$ cat src/rtl/core/aadf_pkg.sv
// Package: shared types and constants for the aircraft alert dedup filter.
package aadf_pkg;

    localparam int SEEN_DEPTH_DEF     = 32;
    localparam int WATCH_DEPTH_DEF    = 16;
    localparam int CALLSIGN_CHARS_DEF = 8;

    localparam logic [31:0] FNV_BASIS = 32'd2166136261;
    localparam logic [31:0] FNV_PRIME = 32'd16777619;

    localparam logic [1:0] OP_CHECK = 2'd0;
    localparam logic [1:0] OP_ADD   = 2'd1;
    localparam logic [1:0] OP_CLEAR = 2'd2;

    localparam logic [7:0] REG_MIL_EN = 8'd0;
    localparam logic [7:0] REG_EMG_EN = 8'd1;

    typedef struct packed {
        logic [1:0]  operation;
        logic [63:0] callsign_chars;
        logic        is_military;
        logic        is_emergency;
        logic        last_in_batch;
    } t_item;

    typedef struct packed {
        logic        highlighted;
        logic        new_alert;
        logic        watch_match;
        logic        buzz;
        logic        watch_accepted;
        logic [4:0]  watch_entries_used;
        logic [31:0] callsign_hash;
    } t_result;

    typedef struct packed {
        logic        done;
        logic        valid;
        logic [31:0] hash;
        logic [63:0] norm;
    } t_char_res;

    typedef enum logic [2:0] {
        ST_IDLE, ST_CHARS, ST_DECIDE, ST_WRD, ST_WCMP, ST_POST, ST_SRD, ST_SCMP
    } t_state;

endpackage

$ cat src/rtl/core/aadf_char_unit.sv
// Byte-serial FNV-1a hash, normalisation and validity check of one callsign.
module aadf_char_unit import aadf_pkg::*; #(
    parameter int CALLSIGN_CHARS = CALLSIGN_CHARS_DEF
) (
    input  logic        i_clk,
    input  logic        i_rst_n,
    input  logic        i_start,
    input  logic [63:0] i_cs,
    output t_char_res   o_res
);
    localparam int LW = $clog2(CALLSIGN_CHARS + 1);

    logic          r_run, n_run;
    logic          r_done;
    logic [LW-1:0] r_k, r_n;
    logic          r_term;
    logic [63:0]   r_cs, r_norm;
    logic [31:0]   r_hash;
    logic [7:0]    c, up;
    logic          ws, lane_ok;

    assign c  = r_cs[7:0];
    assign ws = (c == 8'h20) || (c >= 8'h09 && c <= 8'h0D);
    assign up = (c >= 8'h61 && c <= 8'h7A) ? c - 8'h20 : c;
    assign n_run = r_run && (r_k != LW'(CALLSIGN_CHARS - 1));

    always_ff @(posedge i_clk) begin
        if (!i_rst_n) begin
            r_run  <= 1'b0;
            r_done <= 1'b0;
        end else begin
            r_done <= r_run && !n_run;
            r_run  <= i_start ? 1'b1 : n_run;
        end
        if (i_start) begin
            r_k    <= '0;
            r_n    <= '0;
            r_term <= 1'b0;
            r_cs   <= i_cs;
            r_norm <= '0;
            r_hash <= FNV_BASIS;
        end else if (r_run) begin
            r_k  <= r_k + LW'(1);
            r_cs <= r_cs >> 8;
            if (c == 8'h00) begin
                r_term <= 1'b1;
            end else if (!r_term) begin
                r_hash <= 32'((r_hash ^ {24'h0, c}) * FNV_PRIME);
                if (!ws) begin
                    r_norm[8*r_n +: 8] <= up;
                    r_n <= r_n + LW'(1);
                end
            end
        end
    end

    always_comb begin
        lane_ok = (r_n >= LW'(4));
        for (int k = 0; k < CALLSIGN_CHARS; k++) begin
            if (LW'(k) < r_n) begin
                if (k < 3) begin
                    if (!(r_norm[8*k +: 8] >= 8'h41 && r_norm[8*k +: 8] <= 8'h5A))
                        lane_ok = 1'b0;
                end else if (!((r_norm[8*k +: 8] >= 8'h41 && r_norm[8*k +: 8] <= 8'h5A)
                            || (r_norm[8*k +: 8] >= 8'h30 && r_norm[8*k +: 8] <= 8'h39))) begin
                    lane_ok = 1'b0;
                end
            end
        end
    end

    assign o_res.done  = r_done;
    assign o_res.valid = lane_ok;
    assign o_res.hash  = r_hash;
    assign o_res.norm  = r_norm;
endmodule

$ cat src/rtl/core/aircraft_alert_dedup_filter_core.sv
// Top level: sequencer, watchlist store and recent-hash ring of the alert filter.
// Usage: raise start with a word on i_item while busy is low; the word is taken
// at that edge and busy stays high until the result word appears on o_result
// for exactly one cycle, flagged by o_result_valid. The receiver cannot stall.
// Sequence: the byte-serial FNV-1a hash over CALLSIGN_CHARS bytes, then a scan
// of the watchlist, one read and one compare state per entry (stops at a match),
// then a scan of the ring when the item alerts (stops at a hit), then the result.
// One item at a time; a new word is taken only while busy is low.
// Configuration: i_cfg_valid with i_cfg_index/i_cfg_data, always ready; index 0
// is the military enable, 1 the emergency enable, others ignored. Write only
// when idle.
// Reset (synchronous, active low) clears enables, the watchlist count, the ring
// valid bits and pointer and the batch flag; no clearing pass is needed.
module aircraft_alert_dedup_filter_core import aadf_pkg::*; #(
    parameter int SEEN_DEPTH     = SEEN_DEPTH_DEF,
    parameter int WATCH_DEPTH    = WATCH_DEPTH_DEF,
    parameter int CALLSIGN_CHARS = CALLSIGN_CHARS_DEF
) (
    input  logic       i_clk,
    input  logic       i_rst_n,
    input  logic       start,
    input  t_item      i_item,
    output logic       busy,
    output t_result    o_result,
    output logic       o_result_valid,
    input  logic       i_cfg_valid,
    output logic       o_cfg_ready,
    input  logic [7:0] i_cfg_index,
    input  logic [7:0] i_cfg_data
);
    localparam int SW  = (SEEN_DEPTH > 1) ? $clog2(SEEN_DEPTH) : 1;
    localparam int WIW = (WATCH_DEPTH > 1) ? $clog2(WATCH_DEPTH) : 1;
    localparam int CW  = $clog2(WATCH_DEPTH + 1);

    t_state          r_state, n_state;
    t_item           r_item;
    t_char_res       cres;
    logic            r_cfg_mil, r_cfg_emg;
    logic [CW-1:0]   r_wcount;
    logic [WIW-1:0]  r_widx;
    logic [SW-1:0]   r_sidx, r_wptr;
    logic            r_found, r_hit, r_hl, r_batch;
    logic [SEEN_DEPTH-1:0] r_svalid;
    logic [63:0]     watch_mem [WATCH_DEPTH];
    logic [31:0]     seen_mem  [SEEN_DEPTH];
    logic [63:0]     r_wrd;
    logic [31:0]     r_srd;
    t_result         r_out;
    logic            r_out_v;

    logic is_check, is_add, active, scan_w, last_w, hit_now, last_s, found_now;
    logic fresh, acc, finish;

    aadf_char_unit #(.CALLSIGN_CHARS(CALLSIGN_CHARS)) u_char (
        .i_clk   (i_clk),
        .i_rst_n (i_rst_n),
        .i_start (start && !busy),
        .i_cs    (i_item.callsign_chars),
        .o_res   (cres)
    );

    assign busy        = (r_state != ST_IDLE);
    assign o_cfg_ready = 1'b1;
    assign o_result    = r_out;
    assign o_result_valid = r_out_v;

    assign is_check  = (r_item.operation == OP_CHECK);
    assign is_add    = (r_item.operation == OP_ADD);
    assign active    = r_cfg_mil || r_cfg_emg || (r_wcount != '0);
    assign scan_w    = cres.valid && (r_wcount != '0) && ((is_check && active) || is_add);
    assign found_now = (r_wrd == cres.norm);
    assign last_w    = (CW'(r_widx) + CW'(1) == r_wcount);
    assign hit_now   = r_svalid[r_sidx] && (r_srd == cres.hash);
    assign last_s    = (r_sidx == SW'(SEEN_DEPTH - 1));
    // the hit of the final compare is not registered yet when the item ends
    assign fresh     = r_hl && !(r_hit || hit_now);
    assign acc       = is_add && cres.valid && !r_found && (r_wcount < CW'(WATCH_DEPTH));

    // next state
    always_comb begin
        n_state = r_state;
        case (r_state)
            ST_IDLE:   if (start) n_state = ST_CHARS;
            ST_CHARS:  if (cres.done) n_state = ST_DECIDE;
            ST_DECIDE: n_state = scan_w ? ST_WRD : ST_POST;
            ST_WRD:    n_state = ST_WCMP;
            ST_WCMP:   n_state = (found_now || last_w) ? ST_POST : ST_WRD;
            ST_POST:   n_state = r_hl ? ST_SRD : ST_IDLE;
            ST_SRD:    n_state = ST_SCMP;
            ST_SCMP:   n_state = (hit_now || last_s) ? ST_IDLE : ST_SRD;
            default:   n_state = ST_IDLE;
        endcase
    end

    // completion of an item
    always_comb begin
        case (r_state)
            ST_POST: finish = !r_hl;
            ST_SCMP: finish = hit_now || last_s;
            default: finish = 1'b0;
        endcase
    end

    always_ff @(posedge i_clk) begin
        if (!i_rst_n) begin
            r_state   <= ST_IDLE;
            r_cfg_mil <= 1'b0;
            r_cfg_emg <= 1'b0;
            r_wcount  <= '0;
            r_wptr    <= '0;
            r_svalid  <= '0;
            r_batch   <= 1'b0;
            r_out_v   <= 1'b0;
        end else begin
            r_state <= n_state;
            r_out_v <= finish;
            if (i_cfg_valid && i_cfg_index == REG_MIL_EN) r_cfg_mil <= i_cfg_data[0];
            if (i_cfg_valid && i_cfg_index == REG_EMG_EN) r_cfg_emg <= i_cfg_data[0];
            if (finish) begin
                if (fresh) begin
                    r_svalid[r_wptr] <= 1'b1;
                    r_wptr <= (r_wptr == SW'(SEEN_DEPTH - 1)) ? '0 : r_wptr + SW'(1);
                end
                if (is_check && r_item.last_in_batch) r_batch <= 1'b0;
                else if (fresh) r_batch <= 1'b1;
                if (acc) r_wcount <= r_wcount + CW'(1);
                else if (r_item.operation == OP_CLEAR) r_wcount <= '0;
            end
        end
    end

    always_ff @(posedge i_clk) begin
        if (start && !busy) r_item <= i_item;
        case (r_state)
            ST_DECIDE: begin
                r_widx  <= '0;
                r_found <= 1'b0;
                r_hit   <= 1'b0;
            end
            ST_WRD: r_wrd <= watch_mem[r_widx];
            ST_WCMP: begin
                r_found <= found_now;
                r_widx  <= r_widx + WIW'(1);
            end
            ST_POST: begin
                r_sidx <= '0;
            end
            ST_SRD: r_srd <= seen_mem[r_sidx];
            ST_SCMP: begin
                r_hit  <= hit_now;
                r_sidx <= r_sidx + SW'(1);
            end
            default: ;
        endcase
        if (r_state == ST_DECIDE)
            r_hl <= is_check && active &&
                    ((r_cfg_mil && r_item.is_military) || (r_cfg_emg && r_item.is_emergency));
        else if (r_state == ST_WCMP && found_now && is_check)
            r_hl <= 1'b1;
        if (finish && fresh) seen_mem[r_wptr] <= cres.hash;
        if (finish && acc) watch_mem[r_wcount[WIW-1:0]] <= cres.norm;
        if (finish) begin
            r_out.highlighted        <= r_hl;
            r_out.new_alert          <= fresh;
            r_out.watch_match        <= is_check && r_found;
            r_out.buzz               <= is_check && r_item.last_in_batch && (r_batch || fresh);
            r_out.watch_accepted     <= acc;
            r_out.watch_entries_used <= acc ? 5'(r_wcount + CW'(1))
                                      : (r_item.operation == OP_CLEAR) ? 5'd0 : 5'(r_wcount);
            r_out.callsign_hash      <= cres.hash;
        end
    end
endmodule

$ cat config.mk
export PLATFORM = sky130hd
export DESIGN_NAME = aircraft_alert_dedup_filter_core
export DESIGN_NICKNAME = d
export VERILOG_FILES = /design/src/rtl/core/aadf_pkg.sv /design/src/rtl/core/aadf_char_unit.sv /design/src/rtl/core/aircraft_alert_dedup_filter_core.sv
export SDC_FILE = /design/constraint.sdc
export NUM_CORES = 2
export LEC_CHECK = 0
export BUFFER_PORTS_ARGS = -buffer_cell sky130_fd_sc_hd__buf_2
export CORE_ASPECT_RATIO = 0.8
export CORE_UTILIZATION = 40
export CTS_BUF_LIST = sky130_fd_sc_hd__clkbuf_8
export CTS_CLUSTER_DIAMETER = 30
export DETAILED_ROUTE_END_ITERATION = 10
export HOLD_SLACK_MARGIN = 0.08
export PLACE_DENSITY_LB_ADDON = 0.2
export RECOVER_POWER = 100
export SETUP_SLACK_MARGIN = 0.15
export SLEW_MARGIN = 20
export SYNTH_ARGS = -nofsm -noshare
export SYNTH_HDL_FRONTEND = slang
export SYNTH_SLANG_ARGS = --single-unit
$ cat constraint.sdc
create_clock -name i_clk -period 7.7 [get_ports i_clk]
set_clock_uncertainty 0.15 [all_clocks]
set_input_delay 0.385 -clock i_clk [delete_from_list [all_inputs] [get_ports i_clk]]
set_output_delay 0.385 -clock i_clk [all_outputs]
set_load 0.1 [all_outputs]
==> Implementation_results.wiki <==
{| class="wikitable"
! Metric !! Value
|-
| Status || complete, but fails checks
|-
| Violations in the final reports || capacitance limit, slew limit
|-
| Achievable frequency || 138 MHz
|-
| Total Neg Setup Slack || 0 ns
|-
| Antenna violations before repair || 14
|-
| Routability congestion estimate from global placement || 0.787
|-
| Synth unique cells || about 70
|-
| Required time of the critical path || 8.16 ns
|-
| Horiz. Die Dim || between 500 and 600 um
|-
| Syn_area_per_cell || 18.3 um^2
|-
| Share of cells above drive strength 1 || 22.8%
|-
| Total chip power || about 45 mW
|-
| Number of synthesized flops with an enable pin || about 2300
|-
| Largest net degree at the start of global routing || 123
|-
| Worst-case headroom to the max-slew limit || -227%
|-
| Share of the yosys chip area belonging to registers || between 70 and 80%
|-
| Final net count || around 6500
|-
| CTS sink cnt || 2423
|-
| Cells along the critical path || clkbuf_1 -> xor2_1 -> nor4_1 -> nand4_1 -> nor3_1 -> nor3b_1 -> and3_1 -> nand2_1 -> nor2_1 -> clkbuf_2
|-
| Synthesized netlist cell count || 5410
|-
| Worst hold path cell count || 7
|-
| Path category of the worst min-delay check || primary input to flop
|-
| Portion of total power attributed to the clock network || 30.1%
|-
| Cell area after synthesis || 99100 um^2
|-
| Number of levels the H-tree was split into || 5
|-
| Cells on worst reg2reg path || 10
|-
| Internal power of the cells || 29.6 mW
|-
| Vert. Die Dim || 447 um
|-
| Pin slew with the least headroom to its limit || 4.90 ns
|-
| Portion of total power attributed to sequential cells || 33.7%
|-
| First-pass iteration count of the detailed router || 5
|-
| Count of maximum capacitance violations || 52
|-
| Via count of the first global-routing pass || 54000
|-
| Worst setup SP type || flop
|-
| FF/Latch Area || between 70000 and 80000 um^2
|-
| HPWL after detailed placement || 148000 um
|-
| Number of buffers inserted by post-CTS setup repair || 0
|-
| Die Area || between 200000 and 250000 um^2
|-
| Post-CTS clock slew at the launch and capture registers of the worst setup and hold paths || 0.06 ns
|-
| Worst reg-to-reg setup slack || ~0.45 ns
|-
| Initial Utilization || between 40% and 50%
|-
| RR Startpoint || u_char.r_hash[15]
|-
| Clock buffer depth || 4
|-
| Crit path kind || flop to flop
|-
| Clock tree from TritonCTS || built
|-
| Remaining Overflow, GRT || 0
|-
| Gate power share || 36.2%
|-
| Max Slew Vio Count || between 1500 and 2000
|-
| Number of fill cells || 20900
|-
| CTS Root Cell || sky130_fd_sc_hd__clkbuf_8
|-
| GRT Resource Usage Total || 21.1%
|-
| Worst IR drop on VDD || 0.00123 V
|-
| Net switching power figure || about 16 mW
|-
| Total via count after detailed routing || 53500
|-
| Post-route fraction of the period consumed by the critical path || 94.2%
|-
| Total routed wirelength || 265000 um
|-
| Worst-skew pair later-pin latency || 1.05 ns
|-
| Hold path startpoint || i_cfg_index[6]
|-
| Number of CTS-inserted buffers || about 460
|-
| Post-route DRC violation count || 0
|-
| Dominant register cell in the synthesized netlist || sky130_fd_sc_hd__edfxtp_1
|-
| Static Leak || 40.8 nW
|-
| Share of flip-flops with an asynchronous set or reset || 0%
|-
| Cell type of the slowest stage on the worst timing path || sky130_fd_sc_hd__clkbuf_1
|-
| RSZ-0062 raised after global routing || false
|-
| Count of final setup violators || 0
|-
| Worst Path Max Fanout || 34
|-
| Input/output buffers || 125
|-
| Core box area || approximately 250000 um^2
|-
| End of the worst hold path || r_cfg_mil
|-
| Average detailed-routed wire length per instance || about 27 um
|-
| Antenna Nets Post-Route || 0
|-
| I/O pins || 134
|-
| Ratio of routed vias to standard cells || approximately 5.5
|-
| Combined buffer and inverter count along the critical path || 2
|-
| Wire length of the first global-routing pass || approximately 380000 um
|-
| Power per Cell Area || 389 nW/um^2
|-
| Synthesis-stage register bit count || roughly 2400
|-
| Highest cell delay on the worst timing path || 1.35 ns
|-
| Standard-cell row count || 163
|-
| Crit-path leading delay family || simple AND/OR/NAND/NOR gates
|-
| Syn. warnings || 0
|-
| Syn-to-layout area delta || 16.8%
|-
| CP endpoint kind || flop
|-
| Multi-input gate area || 26300 um^2
|-
| Crit Reg-Reg Endpoint || seen_mem[27][16]
|-
| Post-route minimum period || 7.25 ns
|-
| Iteration-0 DRC count of the detailed router || 5649
|-
| Net Sw Frac || 34.4%
|-
| Final hold vios || 0
|-
| Critical Path AT || 7.71 ns
|-
| Post-synth net total || 5777
|}
[worst min-delay path: stages]
cell and delay (ns):
sky130_fd_sc_hd__buf_2 0.07, sky130_fd_sc_hd__nor4b_1 0.05, sky130_fd_sc_hd__nand2_1 0.05, sky130_fd_sc_hd__nor2_1 0.03
sky130_fd_sc_hd__dlygate4sd3_1 0.56, sky130_fd_sc_hd__mux2i_1 0.12, sky130_fd_sc_hd__nor2_1 0.08
[worst max-delay path by stage]
stage,from,to,slack (ns),depth (start not counted)
floorplan,u_char.r_hash[4],u_char.r_hash[28],1.66,21
global placement,u_char.r_cs[2],u_char.r_hash[28],1.08,20
global route,u_char.r_hash[20],seen_mem[1][8],0.33,10
finish,u_char.r_hash[15],seen_mem[27][16],0.45,10
detailed placement,u_char.r_cs[2],u_char.r_hash[28],0.98,20
CTS,u_char.r_cs[2],u_char.r_hash[28],0.97,20
[layout by cell type (no fill, tap or decap), types with 19 or more instances in the layout]
cell type,count
sky130_fd_sc_hd__fa_1,74
sky130_fd_sc_hd__mux4_2,458
sky130_fd_sc_hd__nor2_4,23
sky130_fd_sc_hd__dlygate4sd3_1,155
sky130_fd_sc_hd__nand2_1,326
sky130_fd_sc_hd__bufinv_16,62
sky130_fd_sc_hd__o21a_1,38
sky130_fd_sc_hd__and3_1,19
sky130_fd_sc_hd__nand3_1,25
sky130_fd_sc_hd__buf_4,51
sky130_fd_sc_hd__xor2_1,62
sky130_fd_sc_hd__nor3_1,21
sky130_fd_sc_hd__edfxtp_1,2267
sky130_fd_sc_hd__clkinv_1,72
sky130_fd_sc_hd__a21oi_1,130
sky130_fd_sc_hd__clkbuf_2,36
sky130_fd_sc_hd__inv_1,334
sky130_fd_sc_hd__clkbuf_8,480
sky130_fd_sc_hd__a221oi_1,69
sky130_fd_sc_hd__a22oi_1,65
sky130_fd_sc_hd__clkinvlp_4,33
sky130_fd_sc_hd__nor2_1,146
sky130_fd_sc_hd__buf_2,79
sky130_fd_sc_hd__clkbuf_1,122
sky130_fd_sc_hd__nor4_1,19
sky130_fd_sc_hd__xnor2_1,95
sky130_fd_sc_hd__mux2i_1,256
sky130_fd_sc_hd__dfxtp_1,156
sky130_fd_sc_hd__mux2_2,92
sky130_fd_sc_hd__nand4_1,28
sky130_fd_sc_hd__clkinv_2,78
sky130_fd_sc_hd__ha_1,204
sky130_fd_sc_hd__o21ai_0,162
[sequential cells by signal, summed over array words and instances, names as in the netlist, 42 cells and up]
signal and count:
o_result 42, seen_mem 1024, watch_mem 1024, r_wrd 64
u_char.r_cs 64, u_char.r_norm 64
[power groups by stage]
stage | clock, mW | combinational (mW) | sequential, mW
2_1_floorplan | 0 | 12.3 | 15.5
3_3_place_gp | 0 | 16.2 | 15.4
3_5_place_dp | 0 | 16.2 | 15.4
4_1_cts | 13.8 | 16.4 | 15.2
5_1_grt | 14.4 | 18.6 | 15.2
6_report | 13.6 | 16.3 | 15.2
[cell families after synthesis]
group | Yosys count | share of synthesized area [%]
fa+ha+maj | 278 | 4.07
buf+inv | 479 | 1.84
flops | 2423 | 71.8
other cells | 1 | 0.00378
compound gates | 554 | 3.61
mux | 810 | 14.1
simple gates | 708 | 3.21
xor+xnor | 157 | 1.39
[what timing repair did]
| action | 4_1_cts | 5_1_grt |
|---|---|---|
| resized for setup | 0 | 0 |
| setup endpoints to repair | 0 | 0 |
| hold buffers | 155 | 0 |
| endpoints found under the hold margin | 121 | 0 |
[per-layer routing]
metal / up-vias / share of wire, % / GRT usage, %
met4: 0 / 2.0 / 5.40
li1: 22900 / - / -
met5: - / 0 / 0
met2: 2026 / 44 / 30.8
met3: 354 / 8.3 / 5.03
met1: 28200 / 46 / 31.6
[Yosys cell counts, types with 10 or more instances]
master / count / area share (%)
sky130_fd_sc_hd__a221oi_1: 69 / 0.61
sky130_fd_sc_hd__a21o_1: 17 / 0.13
sky130_fd_sc_hd__inv_1: 236 / 0.89
sky130_fd_sc_hd__xor2_1: 62 / 0.55
sky130_fd_sc_hd__and3_1: 20 / 0.13
sky130_fd_sc_hd__xnor2_1: 95 / 0.84
sky130_fd_sc_hd__nor4_1: 19 / 0.12
sky130_fd_sc_hd__fa_1: 74 / 1.5
sky130_fd_sc_hd__a21oi_1: 130 / 0.66
sky130_fd_sc_hd__o21ai_0: 162 / 0.82
sky130_fd_sc_hd__nand3_1: 25 / 0.13
sky130_fd_sc_hd__o211ai_1: 10 / 0.076
sky130_fd_sc_hd__clkbuf_1: 168 / 0.64
sky130_fd_sc_hd__nor3_1: 24 / 0.12
sky130_fd_sc_hd__mux2_2: 96 / 1.1
sky130_fd_sc_hd__nand2b_1: 13 / 0.082
sky130_fd_sc_hd__a22oi_1: 65 / 0.49
sky130_fd_sc_hd__nand2_1: 325 / 1.2
sky130_fd_sc_hd__buf_1: 69 / 0.26
sky130_fd_sc_hd__dfxtp_1: 156 / 3.1
sky130_fd_sc_hd__ha_1: 204 / 2.6
sky130_fd_sc_hd__nor2_2: 12 / 0.076
sky130_fd_sc_hd__and2_1: 13 / 0.082
sky130_fd_sc_hd__nor2_1: 175 / 0.66
sky130_fd_sc_hd__nor2b_1: 14 / 0.088
sky130_fd_sc_hd__nand4_1: 28 / 0.18
sky130_fd_sc_hd__mux4_2: 458 / 10
sky130_fd_sc_hd__o21a_1: 38 / 0.29
sky130_fd_sc_hd__edfxtp_1: 2267 / 69
sky130_fd_sc_hd__mux2i_1: 256 / 2.6
[metrics by stage]
stage                     area [um^2]  util, %  setup WS (ns)  hold slack, ns  instances
after floorplan                 99200        -           1.66           0.281       5410
after global placement         105000     42.5           1.08           0.292       8771
after detailed placement       105000     42.5          0.983           0.298       8772
after CTS                      116000     47.2          0.966           0.121       9773
after global routing           116000     47.0          0.326           0.266       9777
final                          116000     47.0          0.449           0.214       9780
[layout make-up]
cell class	count	share of cell area [%]
diodes	6	0.0130
repair buffers	459	2.79
well taps	3300	3.56
clock inverters	366	2.95
multi-input cells	2508	22.7
flip-flops and latches	2423	61.5
inverters	238	0.776
clock buffers	480	5.70
Note: power is estimated with default switching activity, not from simulation.
